$ cat config.mk
export PLATFORM = sky130hd
export DESIGN_NAME = msort_ram
export DESIGN_NICKNAME = d
export VERILOG_FILES = /design/src/rtl/core/msort_ram.sv
export SDC_FILE = /design/constraint.sdc
export NUM_CORES = 2
export LEC_CHECK = 0
export BUFFER_PORTS_ARGS = -buffer_cell sky130_fd_sc_hd__buf_4
export CAP_MARGIN = 20
export CORE_ASPECT_RATIO = 0.5
export CORE_MARGIN = 2
export CORE_UTILIZATION = 43
export DETAILED_ROUTE_END_ITERATION = 12
export HOLD_SLACK_MARGIN = 0.06
export PLACE_DENSITY = 0.63
export REMOVE_ABC_BUFFERS = 1
export SLEW_MARGIN = 40
export SYNTH_ARGS = -nofsm -noshare
export SYNTH_HDL_FRONTEND = slang
export SYNTH_SLANG_ARGS = --single-unit
$ cat constraint.sdc
create_clock -name clk -period 6.3 [get_ports clk]
set_input_delay 1.26 -clock clk [delete_from_list [all_inputs] [get_ports clk]]
set_output_delay 1.26 -clock clk [all_outputs]
set_load 0.02 [all_outputs]
$ cat src/rtl/core/msort_ram.sv
`timescale 1ns / 1ps
// ----------------------------------------------------------------------------
// Merge sort engine RAM bank
// Simple dual-port RAM, one write and one registered read per cycle.
// ----------------------------------------------------------------------------
module msort_ram #(
    parameter int DEPTH = 64,
    parameter int WIDTH = 32
) (
    input  logic                     clk,
    input  logic                     we,
    input  logic [$clog2(DEPTH)-1:0] waddr,
    input  logic [WIDTH-1:0]         wdata,
    input  logic [$clog2(DEPTH)-1:0] raddr,
    output logic [WIDTH-1:0]         rdata
);

    logic [WIDTH-1:0] mem [DEPTH];
    logic [WIDTH-1:0] rdata_reg;

    always_ff @(posedge clk)
    begin
        if (we)
        begin
            mem[waddr] <= wdata;
        end
        rdata_reg <= mem[raddr];
    end

    assign rdata = rdata_reg;

endmodule

* Yosys cells after proc, flatten, opt, wreduce, memory -nomap -nowiden
Memory sizes are Yosys's and may differ from the RTL's. A register that Yosys moved wholly into a read port is not among the register bits. Index checks and enable logic that the tools add are counted.
Word-level totals: output and inout port bits 32, memories kept 1, logic and storage cells 3, register bits 0, input bits 46, bits in writable memories 2048
Memories:
- mem | words 64, width 32, rd ports 1, clocked after Yosys merged registers in 1, wr ports 1, RTL line 18 | logic [WIDTH-1:0] mem [DEPTH];
Cells by class: mux-type cells 2
Operators with widths (count):
- 2-to-1 mux 1 bit | 2

* Longest topological paths before layout
depth in word-level cells 2, gate-level depth with buffers 10, gate-level depth less buffers 5

* Worst setup path before layout
No wires, ideal clock.
kind input to register, start point in waddr[3], end point mem mem[48][0] (enable), path buffers 1, setup time 0.461 ns, data required time 5.839 ns, stages on the path 4, slack 1.880 ns, arrival 3.959 ns, cell sequence clkbuf_1 nor2b_1 nand4b_1 nor3_1
RTL lines:
- start, declared | RTL line 12 | input logic [$clog2(DEPTH)-1:0] waddr,
- end, declared | RTL line 18
Straight into the memory's write port.

==> impl_metrics.tcl <==
set metrics [dict create \
    grt_use_total_pct 22.0 \
    cp.required_ps 6970 \
    ys_ff_latch 2080 \
    setup.worst_path.end_class "register" \
    fillCellCount 14115 \
    routed_via_density 6.15 \
    path_max_fanout 39 \
    cp_slowest_stage_delay_ps 750 \
    clock_latency_ps 830 \
    vdd_ir_drop_max_v 0.000205 \
    slew_headroom_pct 37.9 \
    whs_ps 754 \
    final_common_cell "edfxtp_1" \
    cts.sinks 2080 \
    hp-class "register to register" \
    setup_viol 0 \
    port_buffers 77 \
    drt_iter0_markers 5343 \
    grt_pass1_vias 37644 \
    fin_worst_skew_ps 35.9 \
    synth_warnings 0 \
    syn2layout_area_growth_pct 13.9 \
    io_pins 78 \
    regToRegStartpoint "mem[31][15]" \
    core_um2 181000 \
    fin_crit_ps 3740 \
    post_cts_buffers 0 \
    num-nets-final 3607 \
    synth.distinct_cells 34 \
    largest_reg_flops 2048 \
    grt_overflow 0 \
    maxSlewViolCount 0 \
    cts_tree "done" \
    hpwlAfterDp_mm 118 \
    clk_path_buf_depth 3 \
    tightest_slew_ps 931 \
    drt_wl_total_mm 205 \
    drv_cap 0 \
    reg2reg_depth 4 \
    rows 110 \
    synthTopCellsByArea "edfxtp_1 78%, mux4_2 16%, mux2i_1 1.2%" \
    syn_area_um2 78500 \
    syn_avg_cell_area_um2 23.6 \
    path_clk_slew_ps 70 \
    synth_top_area_share_pct 78.3 \
    period_share_pct 59.3 \
    ant_nets 0 \
    r2r_slack_ps 3990 \
    grt_max_degree 77 \
    dieWidth_um 608 \
    startpoint_type "primary input" \
    rsz0062_at_grt "false" \
    crit_chain "buf_8 -> buf_16 -> buf_12 -> buf_12 -> mux4_2 -> o221ai_1 -> a21oi_1 -> a21oi_1 -> nor2_1" \
    synthFlopType "edfxtp_1" \
    dr.pass1.iters 6 \
    cp_slowest_cell "a21oi_1" \
    die-area_um2 186000 \
    cts_made_buffers 184 \
    cts_root_buf "clkbuf_16" \
    route.detailed.drc 0 \
    status "finished, final reports clean" \
    holdBufCountCts 0 \
    initial_utilization_pct 43.4 \
    crit_type "primary input to register" \
    final_cell_mix "2048 x edfxtp_1, 544 x mux4_2, 191 x clkbuf_16, 178 x buf_4, 93 x mux2i_1" \
    antenna_found_initial 15 \
    place.gp.congestion 0.795 \
    syn-instance-count 3324 \
    grt_pass1_wl_mm 288 \
    synth_edf_count 2048 \
    fin_setup_tns_ps 0 \
    startpoint "raddr[0]" \
    r2r_end "rdata[15]" \
    finalHoldViolations 0 \
    seq_area_frac_synth_pct 79.1 \
    p_leak_nw 27.6 \
    fmax_mhz 268 \
    ctsHtreeMaxLevel 4 \
    dieHeight_um 306 \
    p_per_area_nw_per_um2 310 \
    drive_above_1_share_pct 29.9 \
    dr_total_vias 37710 \
    totalPowerFinal_w 0.0278 \
    cts_resized 0 \
    arrival_ps 4410 \
    stdcell_count 6135 \
    synthArstFlopShare_pct 0 \
    wl_per_cell_um 33.5 \
    place_inst 5773 \
    crit_end "rdata[9]" \
    yosys.area.top_type "edfxtp_1" \
]
cells in the mapped netlist, types with 3 or more instances:
library cell / n
edfxtp_1: 2048
mux4_2: 544
nor2_1: 137
mux2i_1: 93
o22ai_1: 84
clkbuf_1: 74
a21oi_1: 62
buf_2: 57
dfxtp_1: 32
o221ai_1: 27
nand2_1: 26
buf_4: 25
buf_1: 21
nor2b_1: 15
a22oi_1: 12
a311oi_1: 8
nand2b_1: 8
nor3_1: 7
buf_6: 5
nand3_1: 5
nand3b_1: 5
a41o_1: 4
and3_1: 4
o32ai_1: 4
or3_1: 3
or3b_2: 3
cells by family (layout without fill, tap and decap cells):
family                 Yosys count  count (layout)  share of synthesized area [%]
muxes                          637             637                           16.8
AOI/OAI and AO/OA              202             202                           1.67
buffers and inverters          182             576                           1.13
other                            0               9                              0
DFF                           2080            2080                           79.1
and+or+nand+nor                223             223                           1.27
per-stage QoR:
stage                     setup WS [ps]  utilization (%)  area (µm²)
after floorplan                    2030                -       77600
after global placement             1410             45.8       82700
after detailed placement           1740             46.1       83400
after CTS                          2630             49.3       89100
after global routing               2410             49.5       89400
final                              2560             49.5       89400
critical path: cells and delay by family:
kind / cells / cell delay, ps
buffers and inverters: 4 / 1360
AOI/OAI and AO/OA: 3 / 1070
and+or+nand+nor: 1 / 90
muxes: 1 / 540
worst min path at each step:
stage	from	to	slack, ps	depth (start not counted)
2_1_floorplan	mem[12][17]	rdata[17]	660	4
3_3_place_gp	mem[12][17]	rdata[17]	710	4
3_5_place_dp	mem[28][8]	rdata[8]	740	4
4_1_cts	mem[28][8]	rdata[8]	750	4
5_1_grt	mem[28][20]	rdata[20]	790	4
6_report	mem[28][8]	rdata[8]	750	4
per-layer routing:
metal  track usage (%)  vias up  part of all wire [%]
met4              5.32        2                   2.0
met3              4.18      248                    11
met5                 0        -                0.0058
li1                  -    14736                     -
met1              32.5    20693                    41
met2              34.3     2031                    47
power by group:
part	switching [W]	total, W	internal [W]	leakage (nW)
sequential	0.0000823	0.0154	0.0153	18.7
clock	0.00488	0.0109	0.00603	2.81
combinational	0.000899	0.00143	0.000535	6.07
final cells by class:
| type | instances | area, µm² | area share, % |
|---|---|---|---|
| sequential | 2080 | 62100 | 69.5 |
| multi-input combinational | 1062 | 16000 | 17.9 |
| clock buffer | 295 | 5400 | 6.04 |
| tap | 2408 | 3010 | 3.37 |
| timing repair buffer | 233 | 2420 | 2.70 |
| clock inverter | 48 | 378 | 0.423 |
| antenna | 9 | 22.5 | 0.0252 |
Power figures use the tool's default switching activity.
