==> src/rtl/core/msort_pkg.sv <==
`timescale 1ns / 1ps
// ----------------------------------------------------------------------------
// Merge sort engine package
// Shared sizes and the bank write request type.
// ----------------------------------------------------------------------------
package msort_pkg;

    localparam int CAPACITY = 64;
    localparam int DATA_W   = 32;
    localparam int ADDR_W   = $clog2(CAPACITY);
    localparam int CNT_W    = $clog2(CAPACITY + 1);
    localparam int SUM_W    = CNT_W + 2;

    typedef struct packed {
        logic              we;
        logic [ADDR_W-1:0] waddr;
        logic [DATA_W-1:0] wdata;
    } ram_req_t;

endpackage

==> src/rtl/core/msort_if.sv <==
`timescale 1ns / 1ps
// ----------------------------------------------------------------------------
// Merge sort engine channels
// Valid/ready interfaces for the input words and the sorted result words.
// ----------------------------------------------------------------------------
interface msort_in_if;
    logic                               valid;
    logic                               ready;
    logic signed [msort_pkg::DATA_W-1:0] value;
    logic                               is_last;

    modport source (output valid, output value, output is_last, input ready);
    modport sink   (input valid, input value, input is_last, output ready);
endinterface

interface msort_out_if;
    logic                               valid;
    logic                               ready;
    logic signed [msort_pkg::DATA_W-1:0] sorted_value;
    logic                               end_of_set;
    logic                               overflowed;

    modport source (output valid, output sorted_value, output end_of_set,
                    output overflowed, input ready);
    modport sink   (input valid, input sorted_value, input end_of_set,
                    input overflowed, output ready);
endinterface

==> src/rtl/core/msort_ctrl.sv <==
`timescale 1ns / 1ps
// ----------------------------------------------------------------------------
// Merge sort engine sequencer
// Loads words into bank 0, runs bottom-up merge passes between the two banks
// through a single comparator, then streams the sorted set out.
// ----------------------------------------------------------------------------
module msort_ctrl (
    input  logic                           clk,
    input  logic                           rst_n,
    msort_in_if.sink                       in_ch,
    msort_out_if.source                    out_ch,
    output msort_pkg::ram_req_t            req0,
    output msort_pkg::ram_req_t            req1,
    output logic [msort_pkg::ADDR_W-1:0]   raddr,
    input  logic [msort_pkg::DATA_W-1:0]   rdata0,
    input  logic [msort_pkg::DATA_W-1:0]   rdata1
);

    localparam int ST_W = 4;
    localparam logic [ST_W-1:0] S_LOAD  = 4'd0;
    localparam logic [ST_W-1:0] S_PASS  = 4'd1;
    localparam logic [ST_W-1:0] S_GRP   = 4'd2;
    localparam logic [ST_W-1:0] S_INA   = 4'd3;
    localparam logic [ST_W-1:0] S_INB   = 4'd4;
    localparam logic [ST_W-1:0] S_MRG   = 4'd5;
    localparam logic [ST_W-1:0] S_CAPA  = 4'd6;
    localparam logic [ST_W-1:0] S_CAPB  = 4'd7;
    localparam logic [ST_W-1:0] S_ORD   = 4'd8;
    localparam logic [ST_W-1:0] S_OCAP  = 4'd9;
    localparam logic [ST_W-1:0] S_OWAIT = 4'd10;

    localparam int CNT_W  = msort_pkg::CNT_W;
    localparam int SUM_W  = msort_pkg::SUM_W;
    localparam int ADDR_W = msort_pkg::ADDR_W;
    localparam int DATA_W = msort_pkg::DATA_W;

    logic [ST_W-1:0]   state_reg,  state_next;
    logic [CNT_W-1:0]  count_reg,  count_next;
    logic              ovf_reg,    ovf_next;
    logic              src_reg,    src_next;
    logic [SUM_W-1:0]  width_reg,  width_next;
    logic [SUM_W-1:0]  lo_reg,     lo_next;
    logic [CNT_W-1:0]  mid_reg,    mid_next;
    logic [CNT_W-1:0]  hi_reg,     hi_next;
    logic [CNT_W-1:0]  a_reg,      a_next;
    logic [CNT_W-1:0]  b_reg,      b_next;
    logic [CNT_W-1:0]  k_reg,      k_next;
    logic [CNT_W-1:0]  idx_reg,    idx_next;
    logic [DATA_W-1:0] head_a_reg, head_a_next;
    logic [DATA_W-1:0] head_b_reg, head_b_next;
    logic              oval_reg,   oval_next;
    logic [DATA_W-1:0] odata_reg,  odata_next;
    logic              oend_reg,   oend_next;
    logic              oovf_reg,   oovf_next;

    logic [DATA_W-1:0] rdata;
    logic [SUM_W-1:0]  n_ext;
    logic [SUM_W-1:0]  lo_mid;
    logic [SUM_W-1:0]  lo_hi;
    logic              a_live;
    logic              b_live;
    logic              take_a;
    logic [CNT_W-1:0]  a_inc;
    logic [CNT_W-1:0]  b_inc;
    logic [CNT_W-1:0]  k_inc;
    msort_pkg::ram_req_t merge_req;

    assign rdata  = src_reg ? rdata1 : rdata0;
    assign n_ext  = SUM_W'(count_reg);
    assign lo_mid = lo_reg + width_reg;
    assign lo_hi  = lo_reg + (width_reg << 1);
    assign a_inc  = a_reg + CNT_W'(1);
    assign b_inc  = b_reg + CNT_W'(1);
    assign k_inc  = k_reg + CNT_W'(1);

    // The one comparator: take the left head on ties so equal keys keep order.
    assign a_live = (a_reg < mid_reg);
    assign b_live = (b_reg < hi_reg);
    assign take_a = a_live && (!b_live || ($signed(head_a_reg) <= $signed(head_b_reg)));

    assign merge_req.we    = 1'b1;
    assign merge_req.waddr = k_reg[ADDR_W-1:0];
    assign merge_req.wdata = take_a ? head_a_reg : head_b_reg;

    always_comb
    begin
        state_next  = state_reg;
        count_next  = count_reg;
        ovf_next    = ovf_reg;
        src_next    = src_reg;
        width_next  = width_reg;
        lo_next     = lo_reg;
        mid_next    = mid_reg;
        hi_next     = hi_reg;
        a_next      = a_reg;
        b_next      = b_reg;
        k_next      = k_reg;
        idx_next    = idx_reg;
        head_a_next = head_a_reg;
        head_b_next = head_b_reg;
        oval_next   = oval_reg;
        odata_next  = odata_reg;
        oend_next   = oend_reg;
        oovf_next   = oovf_reg;
        req0        = '0;
        req1        = '0;
        raddr       = '0;
        in_ch.ready = 1'b0;

        case (state_reg)
            S_LOAD:
            begin
                in_ch.ready = 1'b1;
                if (in_ch.valid)
                begin
                    if (count_reg < CNT_W'(msort_pkg::CAPACITY))
                    begin
                        req0.we    = 1'b1;
                        req0.waddr = count_reg[ADDR_W-1:0];
                        req0.wdata = in_ch.value;
                        count_next = count_reg + CNT_W'(1);
                    end
                    else
                    begin
                        ovf_next = 1'b1;
                    end
                    if (in_ch.is_last)
                    begin
                        width_next = SUM_W'(1);
                        src_next   = 1'b0;
                        state_next = S_PASS;
                    end
                end
            end

            S_PASS:
            begin
                if (width_reg >= n_ext)
                begin
                    idx_next   = '0;
                    state_next = S_ORD;
                end
                else
                begin
                    lo_next    = '0;
                    state_next = S_GRP;
                end
            end

            S_GRP:
            begin
                if (lo_reg >= n_ext)
                begin
                    // Pass complete: the destination bank now holds the data.
                    src_next   = ~src_reg;
                    width_next = width_reg << 1;
                    state_next = S_PASS;
                end
                else
                begin
                    mid_next   = (lo_mid > n_ext) ? count_reg : lo_mid[CNT_W-1:0];
                    hi_next    = (lo_hi > n_ext) ? count_reg : lo_hi[CNT_W-1:0];
                    a_next     = lo_reg[CNT_W-1:0];
                    k_next     = lo_reg[CNT_W-1:0];
                    b_next     = (lo_mid > n_ext) ? count_reg : lo_mid[CNT_W-1:0];
                    raddr      = lo_reg[ADDR_W-1:0];
                    state_next = S_INA;
                end
            end

            S_INA:
            begin
                head_a_next = rdata;
                raddr       = mid_reg[ADDR_W-1:0];
                state_next  = S_INB;
            end

            S_INB:
            begin
                head_b_next = rdata;
                state_next  = S_MRG;
            end

            S_MRG:
            begin
                if (src_reg)
                begin
                    req0 = merge_req;
                end
                else
                begin
                    req1 = merge_req;
                end
                k_next = k_inc;
                if (take_a)
                begin
                    a_next     = a_inc;
                    raddr      = a_inc[ADDR_W-1:0];
                    state_next = S_CAPA;
                end
                else
                begin
                    b_next     = b_inc;
                    raddr      = b_inc[ADDR_W-1:0];
                    state_next = S_CAPB;
                end
                if (k_inc == hi_reg)
                begin
                    lo_next    = lo_hi;
                    state_next = S_GRP;
                end
            end

            S_CAPA:
            begin
                head_a_next = rdata;
                state_next  = S_MRG;
            end

            S_CAPB:
            begin
                head_b_next = rdata;
                state_next  = S_MRG;
            end

            S_ORD:
            begin
                raddr      = idx_reg[ADDR_W-1:0];
                state_next = S_OCAP;
            end

            S_OCAP:
            begin
                odata_next = rdata;
                oend_next  = ((idx_reg + CNT_W'(1)) == count_reg);
                oovf_next  = ovf_reg;
                oval_next  = 1'b1;
                idx_next   = idx_reg + CNT_W'(1);
                state_next = S_OWAIT;
            end

            S_OWAIT:
            begin
                if (oval_reg && out_ch.ready)
                begin
                    oval_next = 1'b0;
                    if (oend_reg)
                    begin
                        count_next = '0;
                        ovf_next   = 1'b0;
                        state_next = S_LOAD;
                    end
                    else
                    begin
                        raddr      = idx_reg[ADDR_W-1:0];
                        state_next = S_OCAP;
                    end
                end
            end

            default:
            begin
                state_next = S_LOAD;
            end
        endcase
    end

    always_ff @(posedge clk or negedge rst_n)
    begin
        if (!rst_n)
        begin
            state_reg <= S_LOAD;
            count_reg <= '0;
            ovf_reg   <= 1'b0;
            src_reg   <= 1'b0;
            oval_reg  <= 1'b0;
        end
        else
        begin
            state_reg <= state_next;
            count_reg <= count_next;
            ovf_reg   <= ovf_next;
            src_reg   <= src_next;
            oval_reg  <= oval_next;
        end
    end

    always_ff @(posedge clk)
    begin
        width_reg  <= width_next;
        lo_reg     <= lo_next;
        mid_reg    <= mid_next;
        hi_reg     <= hi_next;
        a_reg      <= a_next;
        b_reg      <= b_next;
        k_reg      <= k_next;
        idx_reg    <= idx_next;
        head_a_reg <= head_a_next;
        head_b_reg <= head_b_next;
        odata_reg  <= odata_next;
        oend_reg   <= oend_next;
        oovf_reg   <= oovf_next;
    end

    assign out_ch.valid        = oval_reg;
    assign out_ch.sorted_value = odata_reg;
    assign out_ch.end_of_set   = oend_reg;
    assign out_ch.overflowed   = oovf_reg;

endmodule
==> src/flat_wrapper.sv <==
// flat-port wrapper written by rule: the top's interface ports become plain ports
module msort_ctrl_flat 
  (clk, rst_n, req0, req1, raddr, rdata0, rdata1, in_ch_valid, in_ch_value, in_ch_is_last, in_ch_ready, out_ch_valid, out_ch_sorted_value, out_ch_end_of_set, out_ch_overflowed, out_ch_ready);
  msort_in_if in_ch_i ();
  msort_out_if out_ch_i ();
  input  logic clk;
  input  logic rst_n;
  output msort_pkg::ram_req_t req0;
  output msort_pkg::ram_req_t req1;
  output logic [msort_pkg::ADDR_W-1:0] raddr;
  input  logic [msort_pkg::DATA_W-1:0] rdata0;
  input  logic [msort_pkg::DATA_W-1:0] rdata1;
  input wire logic [$bits(in_ch_i.valid)-1:0] in_ch_valid;
  input wire logic [$bits(in_ch_i.value)-1:0] in_ch_value;
  input wire logic [$bits(in_ch_i.is_last)-1:0] in_ch_is_last;
  output wire logic [$bits(in_ch_i.ready)-1:0] in_ch_ready;
  output wire logic [$bits(out_ch_i.valid)-1:0] out_ch_valid;
  output wire logic [$bits(out_ch_i.sorted_value)-1:0] out_ch_sorted_value;
  output wire logic [$bits(out_ch_i.end_of_set)-1:0] out_ch_end_of_set;
  output wire logic [$bits(out_ch_i.overflowed)-1:0] out_ch_overflowed;
  input wire logic [$bits(out_ch_i.ready)-1:0] out_ch_ready;
  assign in_ch_i.valid = in_ch_valid;
  assign in_ch_i.value = in_ch_value;
  assign in_ch_i.is_last = in_ch_is_last;
  assign in_ch_ready = in_ch_i.ready;
  assign out_ch_valid = out_ch_i.valid;
  assign out_ch_sorted_value = out_ch_i.sorted_value;
  assign out_ch_end_of_set = out_ch_i.end_of_set;
  assign out_ch_overflowed = out_ch_i.overflowed;
  assign out_ch_i.ready = out_ch_ready;
  msort_ctrl u_core (.clk(clk), .rst_n(rst_n), .in_ch(in_ch_i), .out_ch(out_ch_i), .req0(req0), .req1(req1), .raddr(raddr), .rdata0(rdata0), .rdata1(rdata1));
endmodule
==> config.mk <==
export PLATFORM = sky130hd
export DESIGN_NAME = msort_ctrl_flat
export DESIGN_NICKNAME = d
export VERILOG_FILES = /design/src/rtl/core/msort_pkg.sv /design/src/rtl/core/msort_if.sv /design/src/rtl/core/msort_ctrl.sv /design/src/flat_wrapper.sv
export SDC_FILE = /design/constraint.sdc
export NUM_CORES = 1
export LEC_CHECK = 0
export CORE_UTILIZATION = 50
export CTS_BUF_LIST = sky130_fd_sc_hd__clkbuf_8
export DETAILED_ROUTE_END_ITERATION = 8
export DONT_BUFFER_PORTS = 1
export PLACE_DENSITY = 0.62
export SLEW_MARGIN = 20
export SYNTH_ARGS = -nofsm -noshare
export SYNTH_HDL_FRONTEND = slang
export SYNTH_SLANG_ARGS = --single-unit
==> constraint.sdc <==
create_clock -name clk -period 4 [get_ports clk]
set_input_delay 0.4 -clock clk [delete_from_list [all_inputs] [get_ports clk]]
set_output_delay 0.4 -clock clk [all_outputs]
set_load 0.05 [all_outputs]
# Word level (Yosys, flattened, before mapping)
# Index checks and enable logic that the tools add are counted.
[word_totals] reg_bits=172 output_inout_bits=120 word_cells=142
[op_classes] n_addsub=7 order_cmp=8 n_eq_ne=25 n_mux=57 bitwise_logic=2 reduce_logical=25
[ops] cell="2-to-1 mux 39 bit" n=5
[ops] cell="case mux 39 bit (2 select lines)" n=1
[ops] cell="2-to-1 mux 7 bit" n=11
[ops] cell="case mux 7 bit (2 select lines)" n=5
[ops] cell="2-to-1 mux 32 bit" n=2
[ops] cell="2-to-1 mux 9 bit" n=5
[ops] cell="case mux 4 bit (9 select lines)" n=1
[ops] cell="case mux 9 bit (2 select lines)" n=2
[ops] cell="adder 7 x 1 -> 7 bit (second input constant)" n=5
[ops] cell="less-or-equal comparator 32 bit" n=1
[ops] cell="case mux 6 bit (5 select lines)" n=1
[ops] cell="2-to-1 mux 6 bit" n=4
[ops] cell="2-to-1 mux 4 bit" n=5
[ops] cell="adder 9 bit" n=2
[ops] cell=">= comparator 9 x 7 -> 1 bit" n=2
[ops] cell="greater-than comparator 9 x 7 -> 1 bit" n=2
[ops] cell="== test 4 x 3 -> 1 bit (second input constant)" n=4
[ops] cell="== test 7 bit" n=2
[ops] cell="< comparator 7 bit" n=2
[ops] cell="inequality test 2 x 1 -> 1 bit (second input constant)" n=7
[ops] cell="== test 4 bit (second input constant)" n=3
[ops] cell="inequality test 2 bit (second input constant)" n=6
[ops] cell="AND reduction 3 bit" n=4
[ops] cell="nonzero test 2 bit" n=6
[ops] cell="17 further kinds" n=36

# Longest topological paths before layout
[depth] depth_word=7 mapped_depth=14

# Least setup slack after synthesis
# No wires, ideal clock.
[synth_path] kind="reg-to-output" startpoint="register u_core.b_reg[2]" endpoint="output raddr[5] (netlist name)" arrival_time_ps=3261 t_required_ps=3600 slack_ps=339 path_stages_with_launch=10 path_buffers=0 path_cell_list="edfxtp_1 > ha_1 > a21oi_1 > o21ai_0 > a211oi_1 > o21ai_0 > or3_1 > o211ai_4 > mux2_1 > o21ai_0"
[synth_via] elab_chain_len=6 word_cells_on_any_way=7 cone_classes="add/sub (1); order compare (1); mux (2); reduce/logical (3)"
[synth_lines] item="start, declared" line_no="msort_ctrl.sv:46" source="logic [CNT_W-1:0] b_reg, b_next;"
[synth_lines] item="start signal, assigned" line_no="msort_ctrl.sv:295" source="b_reg <= b_next;"
[synth_lines] item="< comparator 7 bit" line_no="msort_ctrl.sv:78" source="assign b_live = (b_reg < hi_reg);"
[synth_lines] item="logical NOT 1 bit" line_no="msort_ctrl.sv:79" source="assign take_a = a_live && (!b_live || ($signed(head_a_reg) <= $signed(head_b_reg)));"
[synth_lines] item="logical OR 1 bit" line_no="msort_ctrl.sv:79"
[synth_lines] item="logical AND 1 bit" line_no="msort_ctrl.sv:79"
[synth_lines] item="2-to-1 mux 6 bit (*)" line_no="msort_ctrl.sv:195" source="if (take_a)"
[synth_lines] item="case mux 6 bit (5 select lines) (*)" line_no="msort_ctrl.sv:110" source="case (state_reg)"
[synth_lines] item="end, declared" line_no="flat_wrapper.sv:10" source="output logic [msort_pkg::ADDR_W-1:0] raddr;"
# Every way passes the cells marked *; elsewhere a longest branch is shown, timed or not.

==> metrics.txt <==
result of the run=completed; origin of the worst min-delay path=in_ch_valid; leftover overflow at the end of global routing=0; Cells on Worst Hold Path=2; cell chosen for the clock root=sky130_fd_sc_hd__clkbuf_8; power density over cell area=287 nW/µm²; shortest clock period the worst path allows after layout=3.90 ns; total of flip-flops plus latches after synthesis=171; drt first-iter violations=601; routability congestion estimate=0.936; worst hold path class=in -> reg; initial antenna violation count=0; Reg area=5070 µm²; clock tree from TritonCTS=built; routed via count=7536; Critical Path Source=u_core.head_b_reg[29]; main combinational cell family by area after synthesis=simple AND/OR/NAND/NOR gates; post-detailed-route DRC marker count=0; final-report max-slew violation count=0; top-level I/O count=221; fraction of layout cells with a size suffix above 1=23.7%; cell area after synthesis=10300 µm²; net total in the final layout=1209; Synth area leader=sky130_fd_sc_hd__edfxtp_1; fraction of the yosys area taken by sequential cells=49.1%; commonest register cell after synthesis=sky130_fd_sc_hd__edfxtp_1; slew at the pin with the worst max-slew slack=1.05 ns; detailed-router iteration count before antenna repair=5; area used by multi-input combinational logic=5120 µm²; hold violation total from the final report=0; # fillers=1667; Routed Antenna Nets=0; clock skew after layout=0.0172 ns; highest attainable clock frequency=257 MHz; worst-path fanout max=6; CTS clk-pin slew, worst paths=0.10 ns; cell with the most instances after synthesis=sky130_fd_sc_hd__edfxtp_1; cells on worst reg2reg path=15; routed wirelength normalized by instance count=21.1 µm; placed cell areas=11300 µm²; number of flops mapped to enable cells by yosys=157; vias in the first global route=7434; post-route design area=12100 µm²; Chip Height=146 µm; endpoints failing setup=0; RSZ-0062 raised after global routing=true; largest cells by area after synthesis=sky130_fd_sc_hd__edfxtp_1 46%, sky130_fd_sc_hd__ha_1 11%, sky130_fd_sc_hd__mux2_2 4.3%, sky130_fd_sc_hd__mux2i_1 3.5%, sky130_fd_sc_hd__dfrtp_1 3.4%; synthesized-area fraction occupied by and/or/nand/nor cells=12.3%; data arrival time of the critical path=3.50 ns; portion of synthesized cell area occupied by the leading cell type=45.7%; Distinct cells, synth=67; Static Leakage=5.08 nW; number of max-cap violations=0; vias per std cell=5.79; CTS Sinks=171; Yosys warnings=0; fraction of synthesized area in multiplexers=9.18%; Peak VDD IR=217 µV; post-synthesis area per instance=11.2 µm²; initial standard-cell utilization of the core=50.9%; origin of the critical flop-to-flop path=u_core.width_reg[2]; most common library cells after synthesis=157 x sky130_fd_sc_hd__edfxtp_1, 88 x sky130_fd_sc_hd__ha_1, 80 x sky130_fd_sc_hd__nor2_1, 77 x sky130_fd_sc_hd__nand2_1, 61 x sky130_fd_sc_hd__inv_1; wire length after detailed routing=27500 µm; Syn Inst Count=921; maximum number of pins on one net before global-route repair=34; Critical Path End Type=primary output; share of the synthesized netlist area taken by xor and xnor gates=4.25%; HPWL after DPL=20300 µm; DIE AREA=21200 µm²; share of the cycle needed by the critical path after routing=97.4%; cell row count=52; fraction of the mapped netlist area in compound gates=10.3%; area of the placeable core=20200 µm²; worst path required time=3.60 ns; Max Buffers Root-to-Sink=2; Setup CP Type=reg -> out; number of buffer cells added on primary ports=0; sort of element at the start of the critical path=flip-flop; Inserted Clock Buffers=17; share of flip-flops with an asynchronous set or reset=8.19%; normalized max-slew margin=29.8%; arithmetic-cell share of the synthesized area counting full adders, half adders and majority gates=11.1%; synthesized net count=1112; global-route usage over all layers=26.2%; maximum level of the CTS H-tree=4; Worst-Skew Late Latency=0.49 ns; Area growth syn-to-layout=17.3%; wire length of the first global-routing pass=42300 µm; Antenna diodes=0; post-route worst hold slack=0.0671 ns; horizontal extent of the die=146 µm
-- what timing repair did --
item	4_1_cts	5_1_grt
endpoints found under the setup margin	69	63
hold endpoints to repair	14	0
pin swaps	1	2
gates cloned	0	1
hold buffers	1	0
setup buffers	4	3
gates resized for setup	1	52
-- critical path: stages, from the launching register on --
cell                       delay, ns
sky130_fd_sc_hd__edfxtp_1       0.42
sky130_fd_sc_hd__inv_1          0.06
sky130_fd_sc_hd__ha_1           0.31
sky130_fd_sc_hd__nand4_1        0.20
sky130_fd_sc_hd__nor4_2         0.08
sky130_fd_sc_hd__buf_4          0.16
sky130_fd_sc_hd__a31oi_2        0.18
sky130_fd_sc_hd__o21ai_0        0.10
sky130_fd_sc_hd__or3_1          0.40
sky130_fd_sc_hd__o211ai_4       0.12
sky130_fd_sc_hd__buf_12         0.17
sky130_fd_sc_hd__buf_4          0.17
sky130_fd_sc_hd__mux2i_2        0.30
sky130_fd_sc_hd__nor2_1         0.10
sky130_fd_sc_hd__buf_4          0.24
-- metal layers --
layer  global-route usage [%]  vias to the layer above  share of wire (%)
met4                     8.84                        0                2.2
met5                        0                        -                  0
li1                         -                     3554                  -
met3                     5.45                       44                6.1
met1                     36.1                     3636                 45
met2                     41.4                      302                 46
-- layout make-up --
| cell class | instances | share of cell area [%] |
|---|---|---|
| sequential | 171 | 41.9 |
| multi-input combinational | 655 | 42.3 |
| inverter | 62 | 1.92 |
| timing repair buffer | 111 | 7.57 |
| clock buffer | 17 | 1.93 |
| clock inverter | 15 | 1.57 |
| tap | 270 | 2.79 |
-- placed cells by master (no fill, tap or decap), types with 11 or more instances in the layout --
cell type,synthesis,final
sky130_fd_sc_hd__mux2_2,39,39
sky130_fd_sc_hd__mux2i_2,0,14
sky130_fd_sc_hd__clkbuf_8,0,17
sky130_fd_sc_hd__o21ai_1,4,37
sky130_fd_sc_hd__a21oi_1,42,42
sky130_fd_sc_hd__a21o_1,12,12
sky130_fd_sc_hd__xnor2_1,33,33
sky130_fd_sc_hd__o21ai_0,56,23
sky130_fd_sc_hd__nand2_1,77,75
sky130_fd_sc_hd__edfxtp_1,157,157
sky130_fd_sc_hd__ha_1,88,87
sky130_fd_sc_hd__xor2_1,17,17
sky130_fd_sc_hd__nor2_1,80,79
sky130_fd_sc_hd__nand3_1,26,26
sky130_fd_sc_hd__and3_1,20,20
sky130_fd_sc_hd__buf_4,0,99
sky130_fd_sc_hd__inv_1,61,61
sky130_fd_sc_hd__dfrtp_1,14,13
sky130_fd_sc_hd__mux2i_4,0,11
sky130_fd_sc_hd__mux2i_1,36,11
-- cell families (layout without fill, tap and decap cells) --
family          count (synthesis)  after routing
buf+inv                        95            205
compound gates                166            166
xor+xnor                       50             50
fa+ha+maj                      90             90
mux                            85             85
flops                         171            171
simple gates                  264            264
-- final timing paths --
| path | to | slack (ns) |
|---|---|---|
| max | req1[15] | 0.10 |
| min | u_core.state_reg[0] | 0.07 |
| max reg2reg | u_core.b_reg[6] | 0.14 |
| min reg2reg | u_core.out_ch.overflowed | 0.48 |
| max in group asynchronous | u_core.src_reg | 3.07 |
| min in group asynchronous | u_core.out_ch.valid | 0.41 |
-- power breakdown --
part / switching [mW] / internal, mW / total, mW
Combinational: 0.136 / 0.0821 / 0.218
Sequential: 0.0177 / 1.96 / 1.98
Clock: 0.788 / 0.484 / 1.27
-- metrics by stage --
stage / util (%) / setup TNS (ns) / std cells / total power, mW / worst slack, ns
2_1_floorplan: - / 0 / 921 / 2.15 / 0.339
3_3_place_gp: 55.8 / 0 / 1260 / 2.21 / 0.259
3_5_place_dp: 55.8 / 0 / 1260 / 2.21 / 0.199
4_1_cts: 58.2 / 0 / 1297 / 3.46 / 0.0404
5_1_grt: 59.8 / -0.216 / 1301 / 3.57 / -0.0429
6_report: 59.8 / 0 / 1301 / 3.47 / 0.102
(Power assumes the default switching activity.)
